**src/sv/assert_macros.svh**
```systemverilog
// Assertion macros for the RTL of the heater and fan band-step controller.
// Depends on nothing; the including module supplies clk and arst_n.
`ifndef ASSERT_MACROS_SVH
`define ASSERT_MACROS_SVH
`ifndef NO_ASSERTIONS
`define HFBS_ASSERT(lbl, prop, msg) \
	lbl: assert property (@(posedge clk) disable iff (!arst_n) prop) else $error(msg);
`define HFBS_NEVER(lbl, expr, msg) \
	lbl: assert property (@(posedge clk) disable iff (!arst_n) !(expr)) else $error(msg);
`else
`define HFBS_ASSERT(lbl, prop, msg)
`define HFBS_NEVER(lbl, expr, msg)
`endif
`endif

```
**src/sv/hfbs_pkg.sv**
```systemverilog
// Package of the heater and fan band-step controller: widths, constants, codes,
// the sequencer state type, the divider status type and the duty step function.
// Depends on nothing.
package hfbs_pkg;

	localparam int DUTY_W = 7;
	localparam logic [DUTY_W-1:0] DUTY_MAX = 7'd100;
	localparam int CAP_W = 16;
	localparam int ADC_W = 12;
	localparam int TEMP_W = 10;
	localparam int SPEED_W = 16;
	localparam int CLK_W = 27;
	localparam int PPR_W = 8;
	localparam int CFG_IDX_W = 3;
	localparam int CFG_DATA_W = 27;

	localparam int GAIN_W = 14;
	localparam int PROD_W = 26;
	localparam logic [PROD_W-1:0] GAIN_Q16 = 26'd16371;
	localparam logic [PROD_W-1:0] OFFSET_Q16 = 26'd20525875;

	localparam int NUM_W = 33;
	localparam int DEN_W = PPR_W + CAP_W;
	localparam int CNT_W = $clog2(NUM_W);

	typedef enum logic [1:0] {
		FUNC_TICK = 2'd0,
		FUNC_CAPTURE = 2'd1,
		FUNC_TEMP = 2'd2,
		FUNC_NONE = 2'd3
	} func_t;

	typedef enum logic [CFG_IDX_W-1:0] {
		REG_TEMP_TARGET = 3'd0,
		REG_TEMP_BAND = 3'd1,
		REG_SPEED_TARGET = 3'd2,
		REG_SPEED_BAND = 3'd3,
		REG_CAPTURE_CLOCK = 3'd4,
		REG_PULSES_PER_REV = 3'd5
	} cfg_idx_t;

	typedef enum logic [2:0] {
		ST_IDLE,
		ST_EXEC,
		ST_TICK_FAN,
		ST_CAP_MUL,
		ST_DIV_WAIT,
		ST_TEMP_FIN,
		ST_FINISH
	} state_t;

	typedef struct packed {
		logic busy;
		logic done;
	} div_sts_t;

	// Moves a duty one band step toward the set point.
	function automatic logic [DUTY_W-1:0] step_duty(
		input logic [DUTY_W-1:0] duty,
		input logic [SPEED_W-1:0] value,
		input logic [SPEED_W-1:0] target,
		input logic [SPEED_W-1:0] band
	);
		logic [SPEED_W:0] top;
		logic [SPEED_W:0] down;
		logic [DUTY_W:0] up3;
		logic [DUTY_W-1:0] res;
		top = {1'b0, target} + {1'b0, band};
		down = {1'b0, target} - {1'b0, band};
		up3 = {1'b0, duty} + (DUTY_W+1)'(3);
		if (value == target) begin
			res = duty;
		end else if ({1'b0, value} >= top) begin
			res = (duty <= DUTY_W'(2)) ? '0 : duty - DUTY_W'(3);
		end else if (value > target) begin
			res = (duty == '0) ? '0 : duty - DUTY_W'(1);
		end else if ((band > target) || ({1'b0, value} > down)) begin
			res = (duty >= DUTY_MAX - DUTY_W'(2)) ? DUTY_MAX : duty + DUTY_W'(1);
		end else begin
			res = (up3 >= {1'b0, DUTY_MAX}) ? DUTY_MAX : up3[DUTY_W-1:0];
		end
		return res;
	endfunction

endpackage

```
**src/sv/hfbs_div.sv**
```systemverilog
// Restoring divider, one quotient bit per cycle, for the fan speed computation.
// Depends on hfbs_pkg.
module hfbs_div (
	input  logic                        clk,
	input  logic                        arst_n,
	input  logic                        start,
	input  logic [hfbs_pkg::NUM_W-1:0]  num,
	input  logic [hfbs_pkg::DEN_W-1:0]  den,
	output hfbs_pkg::div_sts_t          sts,
	output logic [hfbs_pkg::NUM_W-1:0]  quo
);

	logic [hfbs_pkg::DEN_W-1:0] rem_q;
	logic [hfbs_pkg::NUM_W-1:0] quo_q;
	logic [hfbs_pkg::DEN_W-1:0] den_q;
	logic [hfbs_pkg::CNT_W-1:0] cnt_q;
	logic busy_q;
	logic done_q;
	logic [hfbs_pkg::DEN_W:0] sh;
	logic [hfbs_pkg::DEN_W:0] diff;
	logic fits;

	assign sh = {rem_q, quo_q[hfbs_pkg::NUM_W-1]};
	assign diff = sh - {1'b0, den_q};
	assign fits = (sh >= {1'b0, den_q});

	always_ff @(posedge clk or negedge arst_n) begin
		if (!arst_n) begin
			busy_q <= 1'b0;
			done_q <= 1'b0;
			cnt_q <= '0;
		end else begin
			done_q <= 1'b0;
			if (start) begin
				busy_q <= 1'b1;
				cnt_q <= hfbs_pkg::CNT_W'(hfbs_pkg::NUM_W - 1);
			end else if (busy_q) begin
				if (cnt_q == '0) begin
					busy_q <= 1'b0;
					done_q <= 1'b1;
				end else begin
					cnt_q <= cnt_q - hfbs_pkg::CNT_W'(1);
				end
			end
		end
	end

	always_ff @(posedge clk) begin
		if (start) begin
			rem_q <= '0;
			quo_q <= num;
			den_q <= den;
		end else if (busy_q) begin
			rem_q <= fits ? diff[hfbs_pkg::DEN_W-1:0] : sh[hfbs_pkg::DEN_W-1:0];
			quo_q <= {quo_q[hfbs_pkg::NUM_W-2:0], fits};
		end
	end

	assign sts.busy = busy_q;
	assign sts.done = done_q;
	assign quo = quo_q;

endmodule

```
**src/sv/heater_fan_band_step_controller_unit.sv**
```systemverilog
// Top level of the heater and fan band-step controller: sequencer, state,
// configuration registers and result register. Depends on hfbs_pkg, hfbs_div
// and assert_macros.svh.
//
// Each accepted beat gives one result beat. A control tick runs the execute,
// fan step and finish states, a temperature sample execute, temperature finish
// and finish, a first or zero-period second capture execute and finish, and any
// other second capture also multiply and divider wait, where the 33-step
// restoring divider forms the fan speed. The block takes one item at a time and
// is not ready while an item is in work; it is ready again once the result is
// loaded. A finished result waits in the output register, and the next item may
// be accepted while it waits. Configuration writes are always taken.
`include "assert_macros.svh"

module heater_fan_band_step_controller_unit (
	input  logic                              clk,
	input  logic                              arst_n,
	input  logic                              in_valid,
	output logic                              in_ready,
	input  logic [1:0]                        func,
	input  logic [hfbs_pkg::CAP_W-1:0]        capture_value,
	input  logic [hfbs_pkg::ADC_W-1:0]        adc_sample,
	output logic                              out_valid,
	input  logic                              out_ready,
	output logic [hfbs_pkg::DUTY_W-1:0]       heater_duty,
	output logic [hfbs_pkg::DUTY_W-1:0]       fan_duty,
	output logic [hfbs_pkg::SPEED_W-1:0]      fan_speed,
	output logic [hfbs_pkg::TEMP_W-1:0]       temperature,
	output logic                              period_error,
	input  logic                              cfg_valid,
	output logic                              cfg_ready,
	input  logic [hfbs_pkg::CFG_IDX_W-1:0]    cfg_index,
	input  logic [hfbs_pkg::CFG_DATA_W-1:0]   cfg_data
);

	hfbs_pkg::state_t state_q, state_nxt;

	logic [hfbs_pkg::TEMP_W-1:0] temp_target_q, temp_band_q;
	logic [hfbs_pkg::SPEED_W-1:0] speed_target_q, speed_band_q;
	logic [hfbs_pkg::CLK_W-1:0] capture_clock_q;
	logic [hfbs_pkg::PPR_W-1:0] ppr_q;

	logic armed_q;
	logic [hfbs_pkg::CAP_W-1:0] first_q;
	logic [hfbs_pkg::SPEED_W-1:0] speed_q;
	logic [hfbs_pkg::TEMP_W-1:0] temp_q;
	logic [hfbs_pkg::DUTY_W-1:0] heater_duty_q, fan_duty_q;
	logic perr_q;

	hfbs_pkg::func_t func_q;
	logic [hfbs_pkg::CAP_W-1:0] cap_q;
	logic [hfbs_pkg::ADC_W-1:0] adc_q;
	logic [hfbs_pkg::PROD_W-1:0] prod_q;
	logic [hfbs_pkg::CAP_W-1:0] period_q;

	logic out_valid_q;
	logic [hfbs_pkg::DUTY_W-1:0] out_heater_q, out_fan_q;
	logic [hfbs_pkg::SPEED_W-1:0] out_speed_q;
	logic [hfbs_pkg::TEMP_W-1:0] out_temp_q;
	logic out_perr_q;

	logic in_acc;
	logic out_load;
	logic div_start;
	hfbs_pkg::div_sts_t div_sts;
	logic [hfbs_pkg::NUM_W-1:0] div_quo;
	logic [hfbs_pkg::NUM_W-1:0] div_num;
	logic [hfbs_pkg::DEN_W-1:0] div_den;
	logic [hfbs_pkg::PPR_W-1:0] ppr_eff;

	logic [hfbs_pkg::DUTY_W-1:0] step_duty_in, step_duty_out;
	logic [hfbs_pkg::SPEED_W-1:0] step_value, step_target, step_band;

	logic [hfbs_pkg::CAP_W-1:0] period_w;
	logic [hfbs_pkg::CAP_W:0] wrap_sum;
	logic [hfbs_pkg::PROD_W-1:0] prod_w;
	logic [hfbs_pkg::PROD_W-1:0] temp_diff;

	assign in_acc = in_valid && in_ready;
	assign cfg_ready = 1'b1;

	always_comb begin
		state_nxt = state_q;
		case (state_q)
			hfbs_pkg::ST_IDLE: begin
				if (in_valid) begin
					state_nxt = hfbs_pkg::ST_EXEC;
				end
			end
			hfbs_pkg::ST_EXEC: begin
				case (func_q)
					hfbs_pkg::FUNC_TICK: state_nxt = hfbs_pkg::ST_TICK_FAN;
					hfbs_pkg::FUNC_CAPTURE: begin
						if (armed_q && (period_w != '0)) begin
							state_nxt = hfbs_pkg::ST_CAP_MUL;
						end else begin
							state_nxt = hfbs_pkg::ST_FINISH;
						end
					end
					hfbs_pkg::FUNC_TEMP: state_nxt = hfbs_pkg::ST_TEMP_FIN;
					default: state_nxt = hfbs_pkg::ST_FINISH;
				endcase
			end
			hfbs_pkg::ST_TICK_FAN: state_nxt = hfbs_pkg::ST_FINISH;
			hfbs_pkg::ST_CAP_MUL: state_nxt = hfbs_pkg::ST_DIV_WAIT;
			hfbs_pkg::ST_DIV_WAIT: begin
				if (div_sts.done) begin
					state_nxt = hfbs_pkg::ST_FINISH;
				end
			end
			hfbs_pkg::ST_TEMP_FIN: state_nxt = hfbs_pkg::ST_FINISH;
			hfbs_pkg::ST_FINISH: begin
				if (!out_valid_q || out_ready) begin
					state_nxt = hfbs_pkg::ST_IDLE;
				end
			end
			default: state_nxt = hfbs_pkg::ST_IDLE;
		endcase
	end

	always_comb begin
		in_ready = (state_q == hfbs_pkg::ST_IDLE);
		div_start = (state_q == hfbs_pkg::ST_CAP_MUL);
		out_load = (state_q == hfbs_pkg::ST_FINISH) && (!out_valid_q || out_ready);
	end

	always_ff @(posedge clk or negedge arst_n) begin
		if (!arst_n) begin
			state_q <= hfbs_pkg::ST_IDLE;
		end else begin
			state_q <= state_nxt;
		end
	end

	// The heater step runs in the execute cycle, the fan step in the next one.
	always_comb begin
		if (state_q == hfbs_pkg::ST_TICK_FAN) begin
			step_duty_in = fan_duty_q;
			step_value = speed_q;
			step_target = speed_target_q;
			step_band = speed_band_q;
		end else begin
			step_duty_in = heater_duty_q;
			step_value = hfbs_pkg::SPEED_W'(temp_q);
			step_target = hfbs_pkg::SPEED_W'(temp_target_q);
			step_band = hfbs_pkg::SPEED_W'(temp_band_q);
		end
		step_duty_out = hfbs_pkg::step_duty(step_duty_in, step_value, step_target, step_band);
	end

	always_comb begin
		wrap_sum = {1'b0, {hfbs_pkg::CAP_W{1'b1}}} - {1'b0, first_q} + {1'b0, cap_q};
		if (cap_q > first_q) begin
			period_w = cap_q - first_q;
		end else if (first_q > cap_q) begin
			period_w = wrap_sum[hfbs_pkg::CAP_W-1:0];
		end else begin
			period_w = '0;
		end
	end

	assign ppr_eff = (ppr_q == '0) ? hfbs_pkg::PPR_W'(1) : ppr_q;
	assign div_num = hfbs_pkg::NUM_W'(capture_clock_q) * hfbs_pkg::NUM_W'(60);
	assign div_den = hfbs_pkg::DEN_W'(ppr_eff) * hfbs_pkg::DEN_W'(period_q);

	assign prod_w = hfbs_pkg::PROD_W'(adc_q) * hfbs_pkg::GAIN_Q16;
	assign temp_diff = prod_q - hfbs_pkg::OFFSET_Q16;

	hfbs_div u_div (
		.clk    (clk),
		.arst_n (arst_n),
		.start  (div_start),
		.num    (div_num),
		.den    (div_den),
		.sts    (div_sts),
		.quo    (div_quo)
	);

	always_ff @(posedge clk or negedge arst_n) begin
		if (!arst_n) begin
			temp_target_q <= hfbs_pkg::TEMP_W'(60);
			temp_band_q <= hfbs_pkg::TEMP_W'(2);
			speed_target_q <= hfbs_pkg::SPEED_W'(2000);
			speed_band_q <= hfbs_pkg::SPEED_W'(100);
			capture_clock_q <= hfbs_pkg::CLK_W'(1000000);
			ppr_q <= hfbs_pkg::PPR_W'(9);
		end else if (cfg_valid && cfg_ready) begin
			case (cfg_index)
				hfbs_pkg::REG_TEMP_TARGET: temp_target_q <= cfg_data[hfbs_pkg::TEMP_W-1:0];
				hfbs_pkg::REG_TEMP_BAND: temp_band_q <= cfg_data[hfbs_pkg::TEMP_W-1:0];
				hfbs_pkg::REG_SPEED_TARGET: speed_target_q <= cfg_data[hfbs_pkg::SPEED_W-1:0];
				hfbs_pkg::REG_SPEED_BAND: speed_band_q <= cfg_data[hfbs_pkg::SPEED_W-1:0];
				hfbs_pkg::REG_CAPTURE_CLOCK: capture_clock_q <= cfg_data[hfbs_pkg::CLK_W-1:0];
				hfbs_pkg::REG_PULSES_PER_REV: ppr_q <= cfg_data[hfbs_pkg::PPR_W-1:0];
				default: ;
			endcase
		end
	end

	always_ff @(posedge clk or negedge arst_n) begin
		if (!arst_n) begin
			armed_q <= 1'b0;
			first_q <= '0;
			speed_q <= '0;
			temp_q <= '0;
			heater_duty_q <= '0;
			fan_duty_q <= '0;
			perr_q <= 1'b0;
		end else begin
			case (state_q)
				hfbs_pkg::ST_IDLE: perr_q <= 1'b0;
				hfbs_pkg::ST_EXEC: begin
					if (func_q == hfbs_pkg::FUNC_TICK) begin
						heater_duty_q <= step_duty_out;
					end else if (func_q == hfbs_pkg::FUNC_CAPTURE) begin
						if (!armed_q) begin
							first_q <= cap_q;
							armed_q <= 1'b1;
						end else begin
							armed_q <= 1'b0;
							perr_q <= (period_w == '0);
						end
					end
				end
				hfbs_pkg::ST_TICK_FAN: fan_duty_q <= step_duty_out;
				hfbs_pkg::ST_DIV_WAIT: begin
					if (div_sts.done) begin
						if (|div_quo[hfbs_pkg::NUM_W-1:hfbs_pkg::SPEED_W]) begin
							speed_q <= '1;
						end else begin
							speed_q <= div_quo[hfbs_pkg::SPEED_W-1:0];
						end
					end
				end
				hfbs_pkg::ST_TEMP_FIN: begin
					if (prod_q < hfbs_pkg::OFFSET_Q16) begin
						temp_q <= '0;
					end else begin
						temp_q <= temp_diff[hfbs_pkg::PROD_W-1:16];
					end
				end
				default: ;
			endcase
		end
	end

	always_ff @(posedge clk) begin
		if (in_acc) begin
			func_q <= hfbs_pkg::func_t'(func);
			cap_q <= capture_value;
			adc_q <= adc_sample;
		end
		if (state_q == hfbs_pkg::ST_EXEC) begin
			prod_q <= prod_w;
			period_q <= period_w;
		end
	end

	always_ff @(posedge clk or negedge arst_n) begin
		if (!arst_n) begin
			out_valid_q <= 1'b0;
		end else if (out_load) begin
			out_valid_q <= 1'b1;
		end else if (out_ready) begin
			out_valid_q <= 1'b0;
		end
	end

	always_ff @(posedge clk) begin
		if (out_load) begin
			out_heater_q <= heater_duty_q;
			out_fan_q <= fan_duty_q;
			out_speed_q <= speed_q;
			out_temp_q <= temp_q;
			out_perr_q <= perr_q;
		end
	end

	assign out_valid = out_valid_q;
	assign heater_duty = out_heater_q;
	assign fan_duty = out_fan_q;
	assign fan_speed = out_speed_q;
	assign temperature = out_temp_q;
	assign period_error = out_perr_q;

	`HFBS_ASSERT(a_one_item, in_acc |=> !in_ready, "second item accepted while one is in work")
	`HFBS_NEVER(a_div_state, div_sts.busy && (state_q != hfbs_pkg::ST_DIV_WAIT), "divider busy outside its wait state")
	`HFBS_NEVER(a_duty_range, (heater_duty_q > hfbs_pkg::DUTY_MAX) || (fan_duty_q > hfbs_pkg::DUTY_MAX), "duty above its maximum")
	`HFBS_ASSERT(a_perr_disarm, out_load && perr_q |-> !armed_q, "zero period reported while capture still armed")

endmodule

```
**config.mk**
```make
export PLATFORM = sky130hd
export DESIGN_NAME = heater_fan_band_step_controller_unit
export DESIGN_NICKNAME = d
export VERILOG_FILES = /design/src/sv/hfbs_pkg.sv /design/src/sv/hfbs_div.sv /design/src/sv/heater_fan_band_step_controller_unit.sv
export VERILOG_INCLUDE_DIRS = /design/src /design/src/sv
export SDC_FILE = /design/constraint.sdc
export NUM_CORES = 1
export LEC_CHECK = 0
export BUFFER_PORTS_ARGS = -buffer_cell sky130_fd_sc_hd__buf_4
export CELL_PAD_IN_SITES_DETAIL_PLACEMENT = 1
export CELL_PAD_IN_SITES_GLOBAL_PLACEMENT = 1
export CORE_ASPECT_RATIO = 1.5
export CORE_UTILIZATION = 55
export DETAILED_ROUTE_END_ITERATION = 10
export PLACE_DENSITY_LB_ADDON = 0.1
export SLEW_MARGIN = 20
export SYNTH_ARGS = -nofsm -noshare
export SYNTH_HDL_FRONTEND = slang
export SYNTH_HIERARCHICAL = 1
export SYNTH_SLANG_ARGS = --single-unit
```
**constraint.sdc**
```tcl
create_clock -name clk -period 11.7 [get_ports clk]
set_input_delay 0.585 -clock clk [delete_from_list [all_inputs] [get_ports clk]]
set_output_delay 0.585 -clock clk [all_outputs]
set_load 0.02 [all_outputs]
```
* Word-level counts from Yosys, hierarchy flattened
Index checks and enable logic that the tools add are counted.
** Operators by class
- Add/sub/neg operators :: 12
- Multiply operators :: 3
- Div/mod/pow operators :: 0
- Magnitude comparators :: 11
- Equal/unequal tests :: 21
- Shift operators :: 0
- Mux-type cells :: 42
- Bitwise logic cells :: 2
- Reductions and logical operators :: 32
** Operators by type and width (count)
- 16-bit 2-to-1 mux :: 6
- 33-bit 2-to-1 mux :: 2
- 16-bit > comparator :: 4
- 7-bit 2-to-1 mux :: 9
- 27-bit by 4-bit multiplier with 31-bit output (second input constant) :: 1
- 26-bit by 25-bit < comparator with 1-bit output (second input constant) :: 1
- 12-bit by 14-bit multiplier with 26-bit output (second input constant) :: 1
- 26-bit by 25-bit subtractor with 26-bit output (second input constant) :: 1
- 25-bit by 24-bit greater-or-equal comparator with 1-bit output :: 1
- 8-bit by 16-bit multiplier with 24-bit output :: 1
- 24-bit 2-to-1 mux :: 1
- 24-bit subtractor :: 1
- 6-bit 2-to-1 mux :: 3
- 3-bit one-hot mux with 6 select lines :: 1
- 2-bit AND reduction :: 9
- 16-bit by 16-bit adder with 17-bit output :: 1
- 16-bit by 17-bit greater-or-equal comparator with 1-bit output :: 1
- 16-bit by 17-bit > comparator with 1-bit output :: 1
- 17-bit OR reduction :: 1
- 16-bit by 16-bit subtractor with 17-bit output :: 1
- 16-bit adder :: 1
- 16-bit equality test :: 1
- 16-bit zero test :: 1
- 16-bit nonzero test :: 1
- other kinds (36) :: 72
** Storage, ports and cells
- Register bits after elaboration :: 351
- Bits in latches :: 0
- RAM bits :: 0
- Memory bits (read-only) :: 0
- Output and inout bits :: 44
- Logic and storage cells :: 155
- Memories kept :: 0

* Longest topological paths before layout
- Depth after elaboration :: 9
- Mapped depth :: 29
- Depth with buffers taken out :: 26

* Hierarchy
The synthesis kept the hierarchy.
** By module, submodules not included
- heater_fan_band_step_controller_unit :: times used 1, cells each 2351, area each 24315.8 um^2
- hfbs_div :: times used 1, cells each 467, area each 5127.4 um^2

* Worst setup path before layout
OpenSTA, ideal clock, no wires.
- Path type :: register to register
- Start point :: reg state_q[1]
- End point :: reg fan_duty_q[5] (netlist name)
- Setup time :: 0.125 ns
- Arrival :: 6.449 ns
- Data required time :: 11.575 ns
- Path slack :: 5.126 ns
- Cell stages (with the launch flop) :: 27
- Period minus slack after synthesis :: 6.574 ns
- Path through :: dfrtp_1 -> nor3b_1 -> clkbuf_1 -> clkbuf_1 -> buf_1 -> mux2i_1 -> inv_1 -> ha_1 -> clkbuf_1 -> or3_1 -> o21bai_1 -> a21oi_1 -> o21bai_1 -> a21oi_1 -> o21ai_0 -> mux2i_1 -> a2111oi_0 -> ha_1 -> o21ai_0 -> nand2b_1 -> a31o_2 -> o21ai_0 -> o21ai_2 -> maj3_2 -> o21a_1 -> o31a_1 -> mux2_2
** On the way
- Cells in the longest elaborated chain, start to end :: 9
- Elaborated cells on any way between the ends :: 29
** RTL lines
- start, declared :: RTL line heater_fan_band_step_controller_unit.sv:36 : hfbs_pkg::state_t state_q, state_nxt;
- start signal, assigned :: RTL line heater_fan_band_step_controller_unit.sv:129 : state_q <= hfbs_pkg::ST_IDLE;
- start signal, assigned :: RTL line heater_fan_band_step_controller_unit.sv:131 : state_q <= state_nxt;
- 3-bit by 2-bit equality test with 1-bit output (*) :: RTL line heater_fan_band_step_controller_unit.sv:137, heater_fan_band_step_controller_unit.sv:210
- 16-bit 2-to-1 mux / 7-bit 2-to-1 mux (equally long branches) :: RTL line heater_fan_band_step_controller_unit.sv:137 : if (state_q == hfbs_pkg::ST_TICK_FAN) begin
- 16-bit by 16-bit subtractor with 17-bit output / 7-bit by 2-bit adder with 8-bit output (equally long branches) :: RTL line hfbs_pkg.sv:69, hfbs_pkg.sv:70
- 16-bit by 17-bit > comparator with 1-bit output / 8-bit by 7-bit greater-or-equal comparator with 1-bit output (equally long branches) :: RTL line hfbs_pkg.sv:77, hfbs_pkg.sv:80
- 1-bit logical OR / 7-bit 2-to-1 mux (equally long branches) :: RTL line hfbs_pkg.sv:77, hfbs_pkg.sv:80
- 7-bit 2-to-1 mux :: RTL line hfbs_pkg.sv:77 : end else if ((band > target) || ({1'b0, value} > down)) begin
- 7-bit 2-to-1 mux :: RTL line hfbs_pkg.sv:75 : end else if (value > target) begin
- 7-bit 2-to-1 mux :: RTL line hfbs_pkg.sv:73 : end else if ({1'b0, value} >= top) begin
- 7-bit 2-to-1 mux :: RTL line hfbs_pkg.sv:71 : if (value == target) begin
- end signal, assigned :: RTL line heater_fan_band_step_controller_unit.sv:225 : hfbs_pkg::ST_TICK_FAN: fan_duty_q <= step_duty_out;
- end, declared :: RTL line heater_fan_band_step_controller_unit.sv:47 : logic [hfbs_pkg::DUTY_W-1:0] heater_duty_q, fan_duty_q;
Every way passes the cells marked *; elsewhere a longest branch is shown, timed or not.
A chain may end at the register's enable or synchronous reset.

* Worst setup path in the final report
- Start point :: reg state_q[2]
- End point :: reg fan_duty_q[5] (netlist name)
Same word-level chain as after synthesis.

==> impl_metrics.env <==
export IMPL_cts_buffer_depth=3
export IMPL_std_cell_rows=103
export IMPL_syn_avg_cell_area_um2=10.4
export IMPL_worst_hold_path_type="in2async"
export IMPL_layout_nets=3437
export IMPL_endpoint_kind="flip-flop"
export IMPL_first_global_vias=25000
export IMPL_r2r_start="state_q[2]"
export IMPL_postSynthCellCount=2817
export IMPL_die_width_um=191
export IMPL_fillers=5716
export IMPL_dieArea_um2=54500
export IMPL_area_growth_pct=9.33
export IMPL_htreeDepth=2
export IMPL_dr_pass1_iters=6
export IMPL_grt_max_degree=92
export IMPL_status="completed"
export IMPL_slew_limit_headroom_pct=27.9
export IMPL_grtUsageTotal_pct=31.8
export IMPL_fmax_mhz=142
export IMPL_clock_sinks=351
export IMPL_cp_max_fo=47
export IMPL_cts_tree="built"
export IMPL_drc=0
export IMPL_tns_ns=0
export IMPL_chipHeight_um=285
export IMPL_drive_gt1_share_pct=14.5
export IMPL_cts_setup_buffers=0
export IMPL_via_count=21900
export IMPL_rsz0062_at_grt="no"
export IMPL_finalHoldViolCount=0
export IMPL_vias_per_cell=6.06
export IMPL_crit_type="reg2reg"
export IMPL_fin_skew_ns=0.0238
export IMPL_path_cells="nor3b_2 -> buf_4 -> mux2i_1 -> inv_1 -> ha_1 -> o21bai_1 -> a21oi_1 -> o31ai_1 -> a221oi_1 -> o21bai_1 -> a21oi_1 -> o21ai_0 -> a2111oi_0 -> nor3_1 -> xnor2_1 -> ha_1 -> a31o_2 -> o21ai_0 -> o21ai_2 -> maj3_2 -> o21a_1 -> o31a_1 -> mux2_2"
export IMPL_post_place_ws_ns=4.66
export IMPL_drt_wl_total_um=84300
export IMPL_place_hpwl_um=65800
export IMPL_r2r_end="fan_duty_q[5]"
export IMPL_portBuffers=107
export IMPL_clk_latency_ns=0.57
export IMPL_wire_per_inst_um=23.4
export IMPL_postCtsResizedCells=0
export IMPL_clk_pin_slew_ns=0.07
export IMPL_drtAntennaViolNets=0
export IMPL_drv_cap=0
export IMPL_min_period_over_period_pct=60.1
export IMPL_cts_root_buf="clkbuf_16"
export IMPL_post_route_util_pct=61.1
export IMPL_antenna_found_initial=1
export IMPL_rrSetupSlack_ns=4.67
export IMPL_worstPathArrival_ns=7.48
export IMPL_diodes=0
export IMPL_setup_viol=0
export IMPL_grt_ovfl_total=0
export IMPL_layout_min_cycle_time_ns=7.03
export IMPL_slowest_delay_ns=0.57
export IMPL_r2r_cells=23
export IMPL_grt_pass1_wl_um=135000
export IMPL_critPathSlowestCell="a221oi_1"
export IMPL_numCtsBuffers=38
export IMPL_netlist_area_um2=29400
export IMPL_tightest_slew_ns=1.08
export IMPL_drt_iter0_markers=852
export IMPL_slew_violations=0
export IMPL_core_area_um2=52700
export IMPL_cp_start_kind="flip-flop"
export IMPL_start_util_pct=55.8
export IMPL_setup_ws_ns=4.67
export IMPL_ys_warn_count=6
export IMPL_gp_congestion=0.884
export IMPL_io_pins=109
export IMPL_cts_hold_buf=0
export IMPL_required_ns=12.15
per-layer routing:
metal | vias up | wire (µm) | track usage (%)
li1 | 10100 | - | -
met1 | 11200 | 31800 | 34.6
met2 | 436 | 46600 | 61.3
met3 | 182 | 2370 | 3.32
met4 | 0 | 3530 | 13.1
met5 | - | 0 | 0
sequential cells by signal (all words and copies together) (netlist names), 8 cells and up:
signal and flops:
adc_q 12, cap_q 16, capture_clock_q 27, fan_speed 16, first_q 16, period_q 16, ppr_q 8, prod_q 26
speed_band_q 16, speed_q 16, speed_target_q 16, temp_band_q 10, temp_q 10, temp_target_q 10, temperature 10, u_div/den_q 24
u_div/quo 33, u_div/rem_q 24
through the flow:
step,hold WS (ns),cells,area (µm²)
2_1_floorplan,0.289,2818,29400
3_3_place_gp,0.436,3539,30900
3_5_place_dp,0.449,3539,30900
4_1_cts,0.163,3608,32200
5_1_grt,0.176,3609,32200
6_report,0.156,3609,32200
layout make-up:
cell class | instances | area (µm²) | share of cell area, %
Clock inverter | 23 | 244 | 0.758
Inverter | 305 | 1140 | 3.56
Multi-Input combinational cell | 2072 | 18400 | 57.2
Clock buffer | 46 | 1010 | 3.15
Tap cell | 682 | 853 | 2.65
Timing Repair Buffer | 130 | 983 | 3.06
Sequential cell | 351 | 9540 | 29.7
layout by cell type (no fill, tap or decap), drive strengths merged, types with 10 or more instances in the layout:
master,n
or3,19
edfxtp,170
nand2,154
inv,311
and3,20
ha,273
or2,11
nor2,145
o21ai,110
o31ai,16
dfrtp,134
clkinv,11
o211ai,12
buf,130
clkbuf,46
mux2,160
nor2b,35
a31oi,20
a21o,57
a21oi,121
dfxtp,24
a211o,10
nor4,12
o21bai,29
o22a,16
nand4,21
and2,116
mux2i,40
o2111ai,10
xnor2,97
a211oi,30
xor2,32
dfstp,23
o22ai,11
nor3,48
nand2b,24
nor3b,11
nand3,55
fa,201
o21a,27
how the worst max path moves through the flow:
stage | to | start | cells past startpoint
detailed placement | fan_duty_q[5] | state_q[2] | 23
floorplan | fan_duty_q[5] | state_q[1] | 26
global route | fan_duty_q[5] | state_q[2] | 23
CTS | fan_duty_q[5] | state_q[2] | 23
global placement | fan_duty_q[5] | state_q[0] | 23
finish | fan_duty_q[5] | state_q[2] | 23
worst max-delay path, delay by kind of cell, from the launching register on:
| family | cells | cell delay [ns] |
|---|---|---|
| XOR/XNOR | 1 | 0.15 |
| multiplexers | 2 | 0.82 |
| buffers and inverters | 2 | 0.72 |
| AO/OA/AOI/OAI | 13 | 3.26 |
| adder cells (fa/ha/maj) | 3 | 1.05 |
| flip-flops | 1 | 0.50 |
| AND/OR/NAND/NOR | 2 | 0.36 |
Power is not shown: default switching activity piles up to over one toggle a cycle in this logic, so the estimate is an artifact.
